<file path="config.mk">
export PLATFORM = sky130hd
export DESIGN_NAME = fit_policy_segment_allocator_flat
export DESIGN_NICKNAME = d
export VERILOG_FILES = /design/src/hw/rtl/fsa_pkg.sv /design/src/hw/rtl/fsa_if.sv /design/src/hw/rtl/fsa_ram.sv /design/src/hw/rtl/fsa_engine.sv /design/src/hw/rtl/fit_policy_segment_allocator.sv /design/src/flat_wrapper.sv
export SDC_FILE = /design/constraint.sdc
export NUM_CORES = 2
export LEC_CHECK = 0
export BUFFER_PORTS_ARGS = -buffer_cell sky130_fd_sc_hd__buf_4
export CAP_MARGIN = 20
export CORE_MARGIN = 2
export CORE_UTILIZATION = 45
export CTS_BUF_LIST = sky130_fd_sc_hd__clkbuf_16
export DETAILED_ROUTE_END_ITERATION = 7
export HOLD_SLACK_MARGIN = 0.1
export PLACE_DENSITY = 0.7
export SLEW_MARGIN = 20
export SYNTH_ARGS = -nofsm -noshare
export SYNTH_HDL_FRONTEND = slang
export SYNTH_SLANG_ARGS = --single-unit
</file>
<file path="constraint.sdc">
create_clock -name clk -period 8 [get_ports clk]
set_input_delay 1.6 -clock clk [delete_from_list [all_inputs] [get_ports clk]]
set_output_delay 1.6 -clock clk [all_outputs]
set_load 0.01 [all_outputs]
</file>
<file path="src/hw/rtl/fsa_pkg.sv">
// Shared types, constants and codes of the fit policy segment allocator.
package fsa_pkg;

  localparam int MAX_SEGMENTS = 64;
  localparam int POOL_UNITS   = 65536;

  localparam int IDX_W  = $clog2(MAX_SEGMENTS);
  localparam int CNT_W  = $clog2(MAX_SEGMENTS + 1);
  localparam int ADDR_W = 16;
  localparam int LEN_W  = 17;
  localparam int CMD_W  = 2;
  localparam int POL_W  = 2;

  localparam int POOL_LIMIT_INT = (POOL_UNITS < 65536) ? POOL_UNITS : 65536;
  localparam logic [LEN_W-1:0] POOL_LIMIT = LEN_W'(POOL_LIMIT_INT);
  localparam logic [CNT_W-1:0] MAX_CNT    = CNT_W'(MAX_SEGMENTS);

  localparam logic [CMD_W-1:0] CMD_ALLOC = 2'd0;
  localparam logic [CMD_W-1:0] CMD_FREE  = 2'd1;
  localparam logic [CMD_W-1:0] CMD_CHECK = 2'd2;

  localparam logic [POL_W-1:0] POL_FIRST = 2'd0;
  localparam logic [POL_W-1:0] POL_BEST  = 2'd1;
  localparam logic [POL_W-1:0] POL_WORST = 2'd2;

  localparam logic REG_POLICY = 1'b0;
  localparam logic REG_POOL   = 1'b1;

  typedef struct packed {
    logic [ADDR_W-1:0] start;
    logic [LEN_W-1:0]  len;
    logic              is_free;
  } seg_t;

  localparam int SEG_W = $bits(seg_t);

  typedef struct packed {
    logic [CMD_W-1:0]  command;
    logic [LEN_W-1:0]  request_size;
    logic [ADDR_W-1:0] address;
  } cmd_t;

  typedef struct packed {
    logic              status;
    logic [ADDR_W-1:0] result_address;
    logic [LEN_W-1:0]  free_units;
  } rsp_t;

endpackage

</file>
<file path="src/hw/rtl/fsa_if.sv">
// Channel interfaces: command input, result output and register write port.
interface fsa_in_if import fsa_pkg::*; ();
  logic              valid;
  logic              ready;
  logic [CMD_W-1:0]  command;
  logic [LEN_W-1:0]  request_size;
  logic [ADDR_W-1:0] address;
  modport source (output valid, command, request_size, address, input ready);
  modport sink   (input valid, command, request_size, address, output ready);
endinterface

interface fsa_out_if import fsa_pkg::*; ();
  logic              valid;
  logic              ready;
  logic              status;
  logic [ADDR_W-1:0] result_address;
  logic [LEN_W-1:0]  free_units;
  modport source (output valid, status, result_address, free_units, input ready);
  modport sink   (input valid, status, result_address, free_units, output ready);
endinterface

interface fsa_cfg_if import fsa_pkg::*; ();
  logic             valid;
  logic             ready;
  logic             index;
  logic [LEN_W-1:0] data;
  modport source (output valid, index, data, input ready);
  modport sink   (input valid, index, data, output ready);
endinterface

</file>
<file path="src/hw/rtl/fsa_ram.sv">
// Generic simple dual port RAM with one write port and a registered read port.
module fsa_ram #(
  parameter int WIDTH = 8,
  parameter int DEPTH = 16
) (
  input  logic                     clk,
  input  logic                     we,
  input  logic [$clog2(DEPTH)-1:0] waddr,
  input  logic [WIDTH-1:0]         wdata,
  input  logic [$clog2(DEPTH)-1:0] raddr,
  output logic [WIDTH-1:0]         rdata
);

  logic [WIDTH-1:0] mem [DEPTH];

  always_ff @(posedge clk) begin
    if (we) begin
      mem[waddr] <= wdata;
    end
    rdata <= mem[raddr];
  end

endmodule

</file>
<file path="src/hw/rtl/fsa_engine.sv">
// Segment table engine: scans the table memory, decides, splits, merges and shifts entries.
module fsa_engine import fsa_pkg::*; (
  input  logic             clk,
  input  logic             rst_n,
  input  logic [POL_W-1:0] policy,
  input  logic [LEN_W-1:0] pool,
  input  logic             init_req,
  input  logic             cmd_valid,
  output logic             cmd_ready,
  input  cmd_t             cmd,
  output logic             rsp_valid,
  input  logic             rsp_ack,
  output rsp_t             rsp,
  output logic             idle
);

  typedef enum logic [2:0] {
    S_INIT, S_IDLE, S_SCAN, S_DECIDE, S_SHIFT, S_WA, S_WB, S_RESP
  } state_t;

  state_t             state_r;
  cmd_t               cmd_r;
  logic [CNT_W-1:0]   count_r;
  logic [LEN_W-1:0]   free_r;
  logic [CNT_W-1:0]   scan_ptr_r;
  logic               rd_pend_r;
  logic [IDX_W-1:0]   rd_idx_r;
  logic               found_r;
  logic [IDX_W-1:0]   pick_idx_r;
  seg_t               pick_r;
  seg_t               prv_r;
  seg_t               last_r;
  seg_t               nxt_r;
  logic               nxt_ok_r;
  logic               grab_r;
  logic [IDX_W-1:0]   sh_src_r;
  logic [IDX_W-1:0]   sh_dst_r;
  logic [IDX_W-1:0]   sh_wdst_r;
  logic [CNT_W-1:0]   sh_left_r;
  logic               sh_up_r;
  logic               sh_pend_r;
  logic [IDX_W-1:0]   wa_idx_r;
  seg_t               wa_seg_r;
  logic [IDX_W-1:0]   wb_idx_r;
  seg_t               wb_seg_r;
  rsp_t               rsp_r;

  logic               ram_we;
  logic [IDX_W-1:0]   ram_waddr;
  logic [SEG_W-1:0]   ram_wdata;
  logic [IDX_W-1:0]   ram_raddr;
  logic [SEG_W-1:0]   ram_rdata;

  seg_t               d;
  logic [LEN_W-1:0]   want;
  logic [LEN_W-1:0]   addr_x;
  logic [LEN_W-1:0]   seg_end;
  logic               hit;
  logic               cand;
  logic               better;
  logic [LEN_W-1:0]   rest;
  logic               split;
  logic               alloc_ok;
  logic               free_ok;
  logic               mrg_n;
  logic               mrg_p;
  logic [LEN_W-1:0]   sum_len;
  logic [1:0]         drop_cnt;
  logic [CNT_W-1:0]   pick_c;
  logic [CNT_W-1:0]   up_left;
  logic [CNT_W-1:0]   dn_src;
  logic [CNT_W-1:0]   dn_left;

  fsa_ram #(.WIDTH(SEG_W), .DEPTH(MAX_SEGMENTS)) u_table (
    .clk   (clk),
    .we    (ram_we),
    .waddr (ram_waddr),
    .wdata (ram_wdata),
    .raddr (ram_raddr),
    .rdata (ram_rdata)
  );

  assign d       = seg_t'(ram_rdata);
  assign want    = cmd_r.request_size;
  assign addr_x  = {1'b0, cmd_r.address};
  assign seg_end = {1'b0, d.start} + d.len;
  assign hit     = (addr_x >= {1'b0, d.start}) && (addr_x < seg_end);
  assign cand    = d.is_free && (d.len >= want);
  assign better  = !found_r
                || ((policy == POL_BEST) && (d.len < pick_r.len))
                || ((policy == POL_WORST) && (d.len > pick_r.len));

  assign rest     = pick_r.len - want;
  assign split    = (rest != '0);
  assign alloc_ok = (policy <= POL_WORST) && (want != '0) && (want <= free_r) && found_r
                 && (!split || (count_r != MAX_CNT));
  assign free_ok  = found_r && !pick_r.is_free;
  assign mrg_n    = nxt_ok_r && nxt_r.is_free;
  assign mrg_p    = (pick_idx_r != '0) && prv_r.is_free;
  assign sum_len  = pick_r.len + (mrg_n ? nxt_r.len : '0) + (mrg_p ? prv_r.len : '0);
  assign drop_cnt = {1'b0, mrg_p} + {1'b0, mrg_n};
  assign pick_c   = CNT_W'(pick_idx_r);
  assign up_left  = count_r - CNT_W'(1) - pick_c;
  assign dn_src   = pick_c + CNT_W'(1) + CNT_W'(mrg_n);
  assign dn_left  = count_r - dn_src;

  assign cmd_ready = (state_r == S_IDLE) && !init_req;
  assign idle      = (state_r == S_IDLE);
  assign rsp_valid = (state_r == S_RESP);
  assign rsp       = rsp_r;

  // memory port steering
  always_comb begin
    ram_we    = 1'b0;
    ram_waddr = '0;
    ram_wdata = '0;
    ram_raddr = '0;
    case (state_r)
      S_INIT: begin
        ram_we    = 1'b1;
        ram_wdata = SEG_W'({ {ADDR_W{1'b0}}, pool, 1'b1 });
      end
      S_SCAN: begin
        ram_raddr = scan_ptr_r[IDX_W-1:0];
      end
      S_SHIFT: begin
        ram_raddr = sh_src_r;
        ram_we    = sh_pend_r;
        ram_waddr = sh_wdst_r;
        ram_wdata = ram_rdata;
      end
      S_WA: begin
        ram_we    = 1'b1;
        ram_waddr = wa_idx_r;
        ram_wdata = wa_seg_r;
      end
      S_WB: begin
        ram_we    = 1'b1;
        ram_waddr = wb_idx_r;
        ram_wdata = wb_seg_r;
      end
      default: ;
    endcase
  end

  always_ff @(posedge clk) begin
    if (!rst_n) begin
      state_r   <= S_INIT;
      count_r   <= '0;
      free_r    <= '0;
      rd_pend_r <= 1'b0;
      sh_pend_r <= 1'b0;
      found_r   <= 1'b0;
      grab_r    <= 1'b0;
      nxt_ok_r  <= 1'b0;
    end else begin
      case (state_r)
        S_INIT: begin
          count_r <= CNT_W'(1);
          free_r  <= pool;
          state_r <= S_IDLE;
        end
        S_IDLE: begin
          if (init_req) begin
            state_r <= S_INIT;
          end else if (cmd_valid) begin
            cmd_r      <= cmd;
            scan_ptr_r <= '0;
            rd_pend_r  <= 1'b0;
            found_r    <= 1'b0;
            grab_r     <= 1'b0;
            nxt_ok_r   <= 1'b0;
            state_r    <= S_SCAN;
          end
        end
        S_SCAN: begin
          if (scan_ptr_r < count_r) begin
            scan_ptr_r <= scan_ptr_r + CNT_W'(1);
            rd_pend_r  <= 1'b1;
            rd_idx_r   <= scan_ptr_r[IDX_W-1:0];
          end else begin
            rd_pend_r <= 1'b0;
          end
          if (rd_pend_r) begin
            last_r <= d;
            if (cmd_r.command == CMD_ALLOC) begin
              if (cand && better) begin
                found_r    <= 1'b1;
                pick_idx_r <= rd_idx_r;
                pick_r     <= d;
              end
            end else if (hit) begin
              found_r    <= 1'b1;
              pick_idx_r <= rd_idx_r;
              pick_r     <= d;
              prv_r      <= last_r;
              grab_r     <= 1'b1;
            end else if (grab_r) begin
              nxt_r    <= d;
              nxt_ok_r <= 1'b1;
              grab_r   <= 1'b0;
            end
          end
          if ((scan_ptr_r == count_r) && !rd_pend_r) begin
            state_r <= S_DECIDE;
          end
        end
        S_DECIDE: begin
          rsp_r.result_address <= '0;
          rsp_r.status         <= 1'b1;
          rsp_r.free_units     <= free_r;
          sh_left_r            <= '0;
          state_r              <= S_RESP;
          case (cmd_r.command)
            CMD_ALLOC: begin
              if (alloc_ok) begin
                free_r               <= free_r - want;
                rsp_r.status         <= 1'b0;
                rsp_r.result_address <= pick_r.start;
                rsp_r.free_units     <= free_r - want;
                wb_idx_r             <= pick_idx_r;
                wb_seg_r             <= '{start: pick_r.start, len: want, is_free: 1'b0};
                if (split) begin
                  count_r   <= count_r + CNT_W'(1);
                  wa_idx_r  <= pick_idx_r + IDX_W'(1);
                  wa_seg_r  <= '{start: pick_r.start + want[ADDR_W-1:0], len: rest,
                                 is_free: 1'b1};
                  sh_up_r   <= 1'b1;
                  sh_src_r  <= IDX_W'(count_r - CNT_W'(1));
                  sh_dst_r  <= IDX_W'(count_r);
                  sh_left_r <= up_left;
                  state_r   <= S_SHIFT;
                end else begin
                  state_r <= S_WB;
                end
              end
            end
            CMD_FREE: begin
              if (free_ok) begin
                free_r           <= free_r + pick_r.len;
                rsp_r.status     <= 1'b0;
                rsp_r.free_units <= free_r + pick_r.len;
                wb_idx_r         <= mrg_p ? pick_idx_r - IDX_W'(1) : pick_idx_r;
                wb_seg_r         <= '{start: (mrg_p ? prv_r.start : pick_r.start),
                                      len: sum_len, is_free: 1'b1};
                count_r          <= count_r - CNT_W'(drop_cnt);
                sh_up_r          <= 1'b0;
                sh_src_r         <= IDX_W'(dn_src);
                sh_dst_r         <= IDX_W'(dn_src - CNT_W'(drop_cnt));
                sh_left_r        <= dn_left;
                state_r          <= S_WB;
              end
            end
            CMD_CHECK: begin
              rsp_r.status <= !(found_r && !pick_r.is_free);
            end
            default: ;
          endcase
        end
        S_SHIFT: begin
          // read one entry per cycle, write it to its new slot in the next cycle
          if (sh_left_r != '0) begin
            sh_pend_r <= 1'b1;
            sh_wdst_r <= sh_dst_r;
            sh_left_r <= sh_left_r - CNT_W'(1);
            if (sh_up_r) begin
              sh_src_r <= sh_src_r - IDX_W'(1);
              sh_dst_r <= sh_dst_r - IDX_W'(1);
            end else begin
              sh_src_r <= sh_src_r + IDX_W'(1);
              sh_dst_r <= sh_dst_r + IDX_W'(1);
            end
          end else begin
            sh_pend_r <= 1'b0;
            if (!sh_pend_r) begin
              state_r <= sh_up_r ? S_WA : S_RESP;
            end
          end
        end
        S_WA: begin
          state_r <= S_WB;
        end
        S_WB: begin
          if ((cmd_r.command == CMD_FREE) && (sh_left_r != '0)) begin
            state_r <= S_SHIFT;
          end else begin
            state_r <= S_RESP;
          end
        end
        S_RESP: begin
          if (rsp_ack) begin
            state_r <= S_IDLE;
          end
        end
        default: state_r <= S_IDLE;
      endcase
    end
  end

endmodule

</file>
<file path="src/hw/rtl/fit_policy_segment_allocator.sv">
// Top level: allocator with first, best or worst fit over a segment table memory.
// Each command scans the table (one table read a cycle), then decides; an alloc writes
// its entry, a split first shifts any later entries up one slot and writes the free rest,
// a successful free writes the merged segment, then shifts any later entries down.
// One command at a time: the next is accepted after the result is taken for output.
// Reset and every pool_size write set up the single free segment in an init state.
module fit_policy_segment_allocator import fsa_pkg::*; (
  input  logic      clk,
  input  logic      rst_n,
  fsa_in_if.sink    in_s,
  fsa_out_if.source out_s,
  fsa_cfg_if.sink   cfg_s
);

  logic [POL_W-1:0] policy_r;
  logic [LEN_W-1:0] pool_r;
  logic [LEN_W-1:0] pool_nxt;
  logic             out_valid_r;
  rsp_t             out_r;

  logic             eng_idle;
  logic             cfg_xfer;
  logic             init_req;
  logic             rsp_valid;
  logic             rsp_ack;
  rsp_t             rsp;
  cmd_t             cmd;

  assign cfg_s.ready = eng_idle;
  assign cfg_xfer    = cfg_s.valid && cfg_s.ready;
  assign init_req    = cfg_xfer && (cfg_s.index == REG_POOL);

  // clamp the pool size into its legal range
  always_comb begin
    pool_nxt = cfg_s.data;
    if (cfg_s.data == '0) begin
      pool_nxt = LEN_W'(1);
    end else if (cfg_s.data > POOL_LIMIT) begin
      pool_nxt = POOL_LIMIT;
    end
  end

  assign cmd.command      = in_s.command;
  assign cmd.request_size = in_s.request_size;
  assign cmd.address      = in_s.address;

  fsa_engine u_engine (
    .clk       (clk),
    .rst_n     (rst_n),
    .policy    (policy_r),
    .pool      (pool_r),
    .init_req  (init_req),
    .cmd_valid (in_s.valid),
    .cmd_ready (in_s.ready),
    .cmd       (cmd),
    .rsp_valid (rsp_valid),
    .rsp_ack   (rsp_ack),
    .rsp       (rsp),
    .idle      (eng_idle)
  );

  assign rsp_ack = rsp_valid && (!out_valid_r || out_s.ready);

  always_ff @(posedge clk) begin
    if (!rst_n) begin
      policy_r    <= POL_FIRST;
      pool_r      <= POOL_LIMIT;
      out_valid_r <= 1'b0;
    end else begin
      if (cfg_xfer) begin
        if (cfg_s.index == REG_POLICY) begin
          policy_r <= cfg_s.data[POL_W-1:0];
        end else begin
          pool_r <= pool_nxt;
        end
      end
      if (rsp_ack) begin
        out_valid_r <= 1'b1;
        out_r       <= rsp;
      end else if (out_s.ready) begin
        out_valid_r <= 1'b0;
      end
    end
  end

  assign out_s.valid          = out_valid_r;
  assign out_s.status         = out_r.status;
  assign out_s.result_address = out_r.result_address;
  assign out_s.free_units     = out_r.free_units;

endmodule
</file>
<file path="src/flat_wrapper.sv">
// flat-port wrapper written by rule: the top's interface ports become plain ports
module fit_policy_segment_allocator_flat import fsa_pkg::*;
  (clk, rst_n, in_s_valid, in_s_command, in_s_request_size, in_s_address, in_s_ready, out_s_valid, out_s_status, out_s_result_address, out_s_free_units, out_s_ready, cfg_s_valid, cfg_s_index, cfg_s_data, cfg_s_ready);
  fsa_in_if in_s_i ();
  fsa_out_if out_s_i ();
  fsa_cfg_if cfg_s_i ();
  input  logic clk;
  input  logic rst_n;
  input wire logic [$bits(in_s_i.valid)-1:0] in_s_valid;
  input wire logic [$bits(in_s_i.command)-1:0] in_s_command;
  input wire logic [$bits(in_s_i.request_size)-1:0] in_s_request_size;
  input wire logic [$bits(in_s_i.address)-1:0] in_s_address;
  output wire logic [$bits(in_s_i.ready)-1:0] in_s_ready;
  output wire logic [$bits(out_s_i.valid)-1:0] out_s_valid;
  output wire logic [$bits(out_s_i.status)-1:0] out_s_status;
  output wire logic [$bits(out_s_i.result_address)-1:0] out_s_result_address;
  output wire logic [$bits(out_s_i.free_units)-1:0] out_s_free_units;
  input wire logic [$bits(out_s_i.ready)-1:0] out_s_ready;
  input wire logic [$bits(cfg_s_i.valid)-1:0] cfg_s_valid;
  input wire logic [$bits(cfg_s_i.index)-1:0] cfg_s_index;
  input wire logic [$bits(cfg_s_i.data)-1:0] cfg_s_data;
  output wire logic [$bits(cfg_s_i.ready)-1:0] cfg_s_ready;
  assign in_s_i.valid = in_s_valid;
  assign in_s_i.command = in_s_command;
  assign in_s_i.request_size = in_s_request_size;
  assign in_s_i.address = in_s_address;
  assign in_s_ready = in_s_i.ready;
  assign out_s_valid = out_s_i.valid;
  assign out_s_status = out_s_i.status;
  assign out_s_result_address = out_s_i.result_address;
  assign out_s_free_units = out_s_i.free_units;
  assign out_s_i.ready = out_s_ready;
  assign cfg_s_i.valid = cfg_s_valid;
  assign cfg_s_i.index = cfg_s_index;
  assign cfg_s_i.data = cfg_s_data;
  assign cfg_s_ready = cfg_s_i.ready;
  fit_policy_segment_allocator u_core (.clk(clk), .rst_n(rst_n), .in_s(in_s_i), .out_s(out_s_i), .cfg_s(cfg_s_i));
endmodule
</file>
; Yosys cells after proc, flatten, opt, wreduce, memory -nomap -nowiden
; Memory sizes are Yosys's and may differ from the RTL's. A register that Yosys moved wholly into a read port is not among the register bits.
; Index checks and enable logic that the tools add are counted.
[op_classes]
add_sub_neg = 24
n_mul = 0
n_div = 0
order_cmp = 9
n_eq_ne = 36
n_shift = 0
mux = 99
n_bitwise = 4
reduce_logical = 68
[ops]
columns = operator, n
row1 = $mux 34, 6
row2 = $pmux 34 s4, 1
row3 = $mux 17, 6
row4 = $pmux 17 s2, 3
row5 = $mux 6, 16
row6 = $pmux 6 s2, 6
row7 = $mux 7, 10
row8 = $pmux 7 s2, 5
row9 = $pmux 34 s2, 1
row10 = $add 17x17->17, 3
row11 = $reduce_and 5->1, 8
row12 = $reduce_bool 17->1, 2
row13 = $sub 17x17->17, 2
row14 = $ne 2x2->1 const B, 15
row15 = $mux 1, 24
row16 = $pmux 3 s8, 1
row17 = $ne 3x3->1 const B, 7
row18 = $add 6x1->6 const B, 3
row19 = $logic_and 1x1->1, 18
row20 = $mux 3, 6
row21 = $pmux 6 s3, 1
row22 = $reduce_and 3->1, 6
row23 = $reduce_and 6->1, 3
row24 = $sub 6x1->6 const B, 3
row25 = 46 further kinds, 84
[word_totals]
register_bits = 399
latch_bits = 0
mem_bits_rw = 2176
rom_bits = 0
in_bits = 58
out_inout_bits = 37
wordCells = 287
mem_count = 1
[memory_table]
columns = memory, words, word_bits, rd, rd_clocked_by_memory_dff, wr, line_no
row1 = u_core.u_engine.u_table.mem, 64, 34, 1, 1, 1, fsa_ram.sv:14  ; logic [WIDTH-1:0] mem [DEPTH];

; Logic depth before layout (Yosys ltp)
[depth]
ltp_word = 9
ltp_mapped = 21
depth_no_buf = 19

; By module
; A second synthesis with hierarchy kept.
[unflattened]
cells_unflattened = 5915
area_unflattened_um2 = 107274.1
[by_module_without_submodules]
columns = module, instances, cells_each, area_each_um2, seq_area_each_um2
row1 = fsa_ram, 1, 3767, 83681.5, 66023.3
row2 = fsa_engine, 1, 2052, 21848.5, 10039.6
row3 = fit_policy_segment_allocator, 1, 96, 1744.2, 1421.4

; Least setup slack after synthesis
; OpenSTA, ideal clock, no wires.
[synth_path]
path_kind = register to register
from = register u_core.u_engine.cmd_r (netlist bit u_core.u_engine.want[0])
to = register u_core.u_engine.wb_idx_r[0] (enable)
setup_time_ps = 487
arrival_ps = 5922
required_ps = 7513
path_slack_ps = 1591
stages_incl_launch_ff = 15
path_buffers = 2
synth_period_minus_slack_ps = 6409
path_cell_list = edfxtp_1 -> ha_1 -> fa_1 -> nand2b_1 -> a21oi_1 -> a21oi_1 -> o21ai_0 -> nand3_1 -> a2111oi_2 -> nor4b_2 -> o21ai_1 -> a21o_1 -> buf_6 -> buf_6 -> nor3_1
[synth_via]
elab_chain_len = 7
word_cells_on_any_way = 12
cone_classes = add/sub: 1 / order compare: 1 / eq/ne: 1 / reduce/logical: 9
[synth_lines]
columns = item, line_no
row1 = "start, declared", fsa_engine.sv:22  ; cmd_t cmd_r;
row2 = "start signal, assigned", fsa_engine.sv:167  ; cmd_r <= cmd;
row3 = $sub 17x17->17 or $reduce_bool 17->1 (tied branches), "fsa_engine.sv:93, fsa_engine.sv:95"
row4 = $reduce_bool 17->1 or $logic_and 1x1->1 (tied branches), "fsa_engine.sv:94, fsa_engine.sv:95"
row5 = $logic_not 1->1 or $logic_and 1x1->1 (tied branches), "fsa_engine.sv:96, fsa_engine.sv:95"
row6 = $logic_or 1x1->1 or $logic_and 1x1->1 (tied branches), "fsa_engine.sv:96, fsa_engine.sv:95"
row7 = $logic_and 1x1->1 (*), fsa_engine.sv:96  ; && (!split || (count_r != MAX_CNT));
row8 = $ne 2x2->1 (no line) (*), --
row9 = $reduce_and 5->1 (no line) (*), --
row10 = "end signal, assigned", fsa_engine.sv:221  ; wb_idx_r <= pick_idx_r;
row11 = "end signal, assigned", fsa_engine.sv:243  ; wb_idx_r <= mrg_p ? pick_idx_r - IDX_W'(1) : pick_idx_r;
row12 = "end, declared", fsa_engine.sv:44  ; logic [IDX_W-1:0] wb_idx_r;
; Mark *: on every way between the ends. The rest lies on a longest branch, timed or not.
; A chain may end at the register's enable or synchronous reset.

; Worst setup path in the final report
[layout_path]
from = register u_core.u_engine.pick_r[2] in the netlist's numbering
to = register u_core.u_engine.wb_seg_r[16] in the netlist's numbering (enable)
[layout_via]
elab_chain_len = 7
[layout_lines]
columns = item, line_no
row1 = "start, declared", fsa_engine.sv:30  ; seg_t pick_r;
row2 = "start signal, assigned", fsa_engine.sv:190  ; pick_r <= d;
row3 = "start signal, assigned", fsa_engine.sv:195  ; pick_r <= d;
row4 = $sub 17x17->17, fsa_engine.sv:93  ; assign rest = pick_r.len - want;
row5 = $reduce_bool 17->1, fsa_engine.sv:94  ; assign split = (rest != '0);
row6 = $logic_not 1->1, fsa_engine.sv:96
row7 = $logic_or 1x1->1, fsa_engine.sv:96
row8 = $logic_and 1x1->1, fsa_engine.sv:96
row9 = $ne 2x2->1 (no line), --
row10 = $reduce_and 5->1 (no line), --
row11 = "end signal, assigned", fsa_engine.sv:222  ; wb_seg_r <= '{start: pick_r.start, len: want, is_free: 1'b0};
row12 = "end signal, assigned", fsa_engine.sv:244  ; wb_seg_r <= '{start: (mrg_p ? prv_r.start : pick_r.start),
row13 = "end, declared", fsa_engine.sv:45  ; seg_t wb_seg_r;
; No other way between the ends.

==> results.md <==
- Type of the most critical hold path: flip-flop to flip-flop
- Hpwl dp: 176,000 um
- Main area contributors after synthesis: edfxtp_1, mux4_2, ha_1, dfxtp_1, nand2_1
- Max_cap viols: 0
- Worst reg2reg path endpoint: u_core.u_engine.wb_seg_r[16]
- Commonest non-fill, non-tap cell in the layout: edfxtp_1
- Post-Syn Instances: 6,076
- Area grow syn2layout: 13.1%
- Cell family with most CP delay: compound AO/OA/AOI/OAI gates
- Crit end category: flip-flop
- Die width: 494 um
- Status: finished clean
- Average vias per placed instance: 6.20
- H-tree lvl count: 5
- Hold path cells: 0
- Final hold violations: 0
- Io pins: 95
- CP required: 8.51 ns
- Seq/Total Area, Yosys: 71.7%
- Worst vdd ir: 364 uV
- Clock Pin Slew Worst Setup and Hold Paths: 0.06 ns
- Clock Skew: 0.0737 ns
- Post-synth top area cell: edfxtp_1
- Setup Buffers After CTS: 0
- Yosys warns: 0
- Crit-path max FO: 40
- Prevailing post-synth register cell: edfxtp_1
- Slew HR: 18.9%
- Final setup vio count: 0
- Post-route cell area: 122,000 um2
- Slew Viols, Final: 0
- DRT antenna net count: 0
- Pint: 26.0 mW
- Slowest stage delay, CP: 0.79 ns
- Post-layout min period: 5.57 ns
- Total Routing Usage GR: 23.8%
- Clock Latency Late Sink: 0.93 ns
- CTS root buffer: clkbuf_16
- Post-synth EDFFs: 2,523
- # rows: 179
- Syn_nets: 6,366
- Crit-path most repeated cell: a2111oi_2
- Mean Syn Cell Area: 17.8 um2
- Hold_sp: u_core.u_engine.last_r[3]
- Area post-placement: 114,000 um2
- Die Y: 494 um
- CP Cell Sequence: inv_1 > fa_1 > nand2b_1 > a21oi_1 > o21bai_1 > a2111oi_2 > o2111ai_1 > a2111oi_2 > nor4b_2 > o21ai_1 > a21o_1 > nor3_2 > buf_4
- RR Startpoint: u_core.u_engine.pick_r[2]
- CP arrival: 6.08 ns
- Synth top area share: 70.1%
- Leak Pwr: 39.2 nW
- Initial Util: 45.3%
- Nets: 6,621
- Commonest cells after routing, fill and taps aside: edfxtp_1, mux4_2, nand2_1
- Final core occ: 51.3%
- Flop pwr share: 43.7%
- Fillers: 18,800
- Setup TNS: 0 ns
- CTS tree: done
- Fraction of layout cells with a size suffix above 1: 20.9%
- Comb power frac: 24.4%
- Core Footprint: 238,000 um2
- Max Clk Rate: 0.180 GHz
- Startpoint Class: flip-flop
- Worst hold endpoint: u_core.u_engine.prv_r[3]
- PwrDens: 307 nW/um2
- Final WL: 295,000 um
- DR DRC count: 0
- Final setup margin: 2.43 ns
- #FFs+latches synth: 2,609
- Post-synth cell types: 84
- Psw: 11.5 mW
- IO Port Bufs: 94
- Worst R2R Path Depth: 13
- Average wire per standard cell: 30.4 um
- Clock share of power: 31.9%
- DR vias: 60,000
- CP max-delay cell: nor4b_2
- RSZ-0062 raised after global routing: false
- FFs w/ async S/R, synth: 0%
- Crit path launch: u_core.u_engine.pick_r[2]
- Total CTS buffers: 275
- Vias in the first global route: 59,700
- Gr ovfl total: 0
- Post-CTS Hold Buffers: 0
- Least-Margin Pin Slew: 1.21 ns
- Initial antenna violation count: 15
- Clk sink count: 2,609
- Final worst path period share: 69.6%
- CTS Buffer Depth: 4
- Global placer's final weighted congestion: 0.941
- CP Class: flip-flop to flip-flop
- Initial DRC Count: 7,917
- Die area: 244,000 um2
- Largest net degree at the start of global routing: 126
- Post_cts resized: 0
- First-pass GRT wire length: 421,000 um
- Post-Syn Area: 108,000 um2
- R2R Setup Slk: 2.43 ns
- Switching share of power: 30.6%
- CP Buf/Inv Count: 2
- Drt first pass iters: 6
- Worst slack, placed: 2.27 ns
==> power by group through the flow <==
| stage | clock (mW) | combinational [mW] | sequential [mW] |
|---|---|---|---|
| 2_1_floorplan | 0 | 5.63 | 16.4 |
| 3_3_place_gp | 0 | 9.01 | 16.6 |
| 3_5_place_dp | 0 | 9.08 | 16.7 |
| 4_1_cts | 12.1 | 9.13 | 16.4 |
| 5_1_grt | 12.6 | 9.71 | 16.4 |
| 6_report | 12.0 | 9.17 | 16.4 |
==> worst max path at each step <==
stage | slack, ns | to | cells after the start
2_1_floorplan | 1.59 | u_core.u_engine.wb_idx_r[0] | 14
3_3_place_gp | 2.13 | u_core.u_engine.pick_idx_r[0] | 20
3_5_place_dp | 2.27 | u_core.u_engine.pick_idx_r[2] | 19
4_1_cts | 2.22 | u_core.u_engine.pick_idx_r[2] | 19
5_1_grt | 2.25 | u_core.u_engine.wb_seg_r[22] | 13
6_report | 2.43 | u_core.u_engine.wb_seg_r[16] | 13
==> routing by layer <==
layer | GRT usage [%] | vias up | share of wire (%)
met5 | 0 | - | 0.013
li1 | - | 25000 | -
met1 | 32.3 | 31300 | 39
met4 | 9.75 | 6 | 4.4
met2 | 38.0 | 3220 | 48
met3 | 4.61 | 555 | 9.0
==> cell type report <==
cell class | instances | area [um2] | area share [%]
inverters | 133 | 499 | 0.408
flip-flops and latches | 2609 | 77500 | 63.4
diodes | 2 | 5.00 | 0.00409
clock buffers | 279 | 6980 | 5.71
well taps | 3167 | 3960 | 3.24
clock inverters | 188 | 1290 | 1.06
repair buffers | 292 | 2450 | 2.00
multi-input cells | 3020 | 29600 | 24.2
==> cell usage after synthesis (51+ instances only) <==
master / instances
nand3_1: 55
mux4_2: 544
a21o_1: 56
xnor2_1: 76
and2_1: 161
a211oi_1: 194
buf_2: 65
nor2_1: 225
inv_1: 132
a22oi_1: 58
dfxtp_1: 86
a311oi_1: 72
ha_1: 204
and3_1: 51
edfxtp_1: 2523
a21oi_1: 231
a31oi_1: 79
clkbuf_1: 205
o21ai_0: 105
nand2_1: 438
==> cell families (layout without fill, tap and decap cells) <==
family / count (synthesis) / count (layout) / share of synthesized area [%]
AO/OA/AOI/OAI: 963 / 963 / 6.10
XOR/XNOR: 124 / 124 / 1.01
adder cells (fa/ha/maj): 232 / 232 / 2.88
buffers and inverters: 447 / 892 / 1.66
flip-flops: 2609 / 2609 / 71.7
multiplexers: 591 / 591 / 11.8
other: 0 / 2 / 0
AND/OR/NAND/NOR: 1110 / 1110 / 4.84
==> state kept, by name, indices dropped and copies added, names as in the netlist, 18 cells and up <==
name                           flops
u_core.u_engine.last_r            34
u_core.u_engine.pick_r            34
u_core.u_engine.wb_seg_r          34
u_core.u_engine.rsp               34
u_core.u_engine.u_table.rdata     34
u_core.u_engine.u_table.mem     2176
u_core.u_engine.prv_r             34
u_core.u_engine.nxt_r             18
u_core.u_engine.wa_seg_r          33
==> per-stage QoR <==
stage	hold WS, ns	total power, mW	instances
floorplan	0.400	22.1	6076
global placement	0.401	25.6	9220
detailed placement	0.405	25.7	9220
CTS	0.393	37.6	9687
global route	0.385	38.7	9689
finish	0.397	37.5	9690
Note: power is estimated with default switching activity, not from simulation.
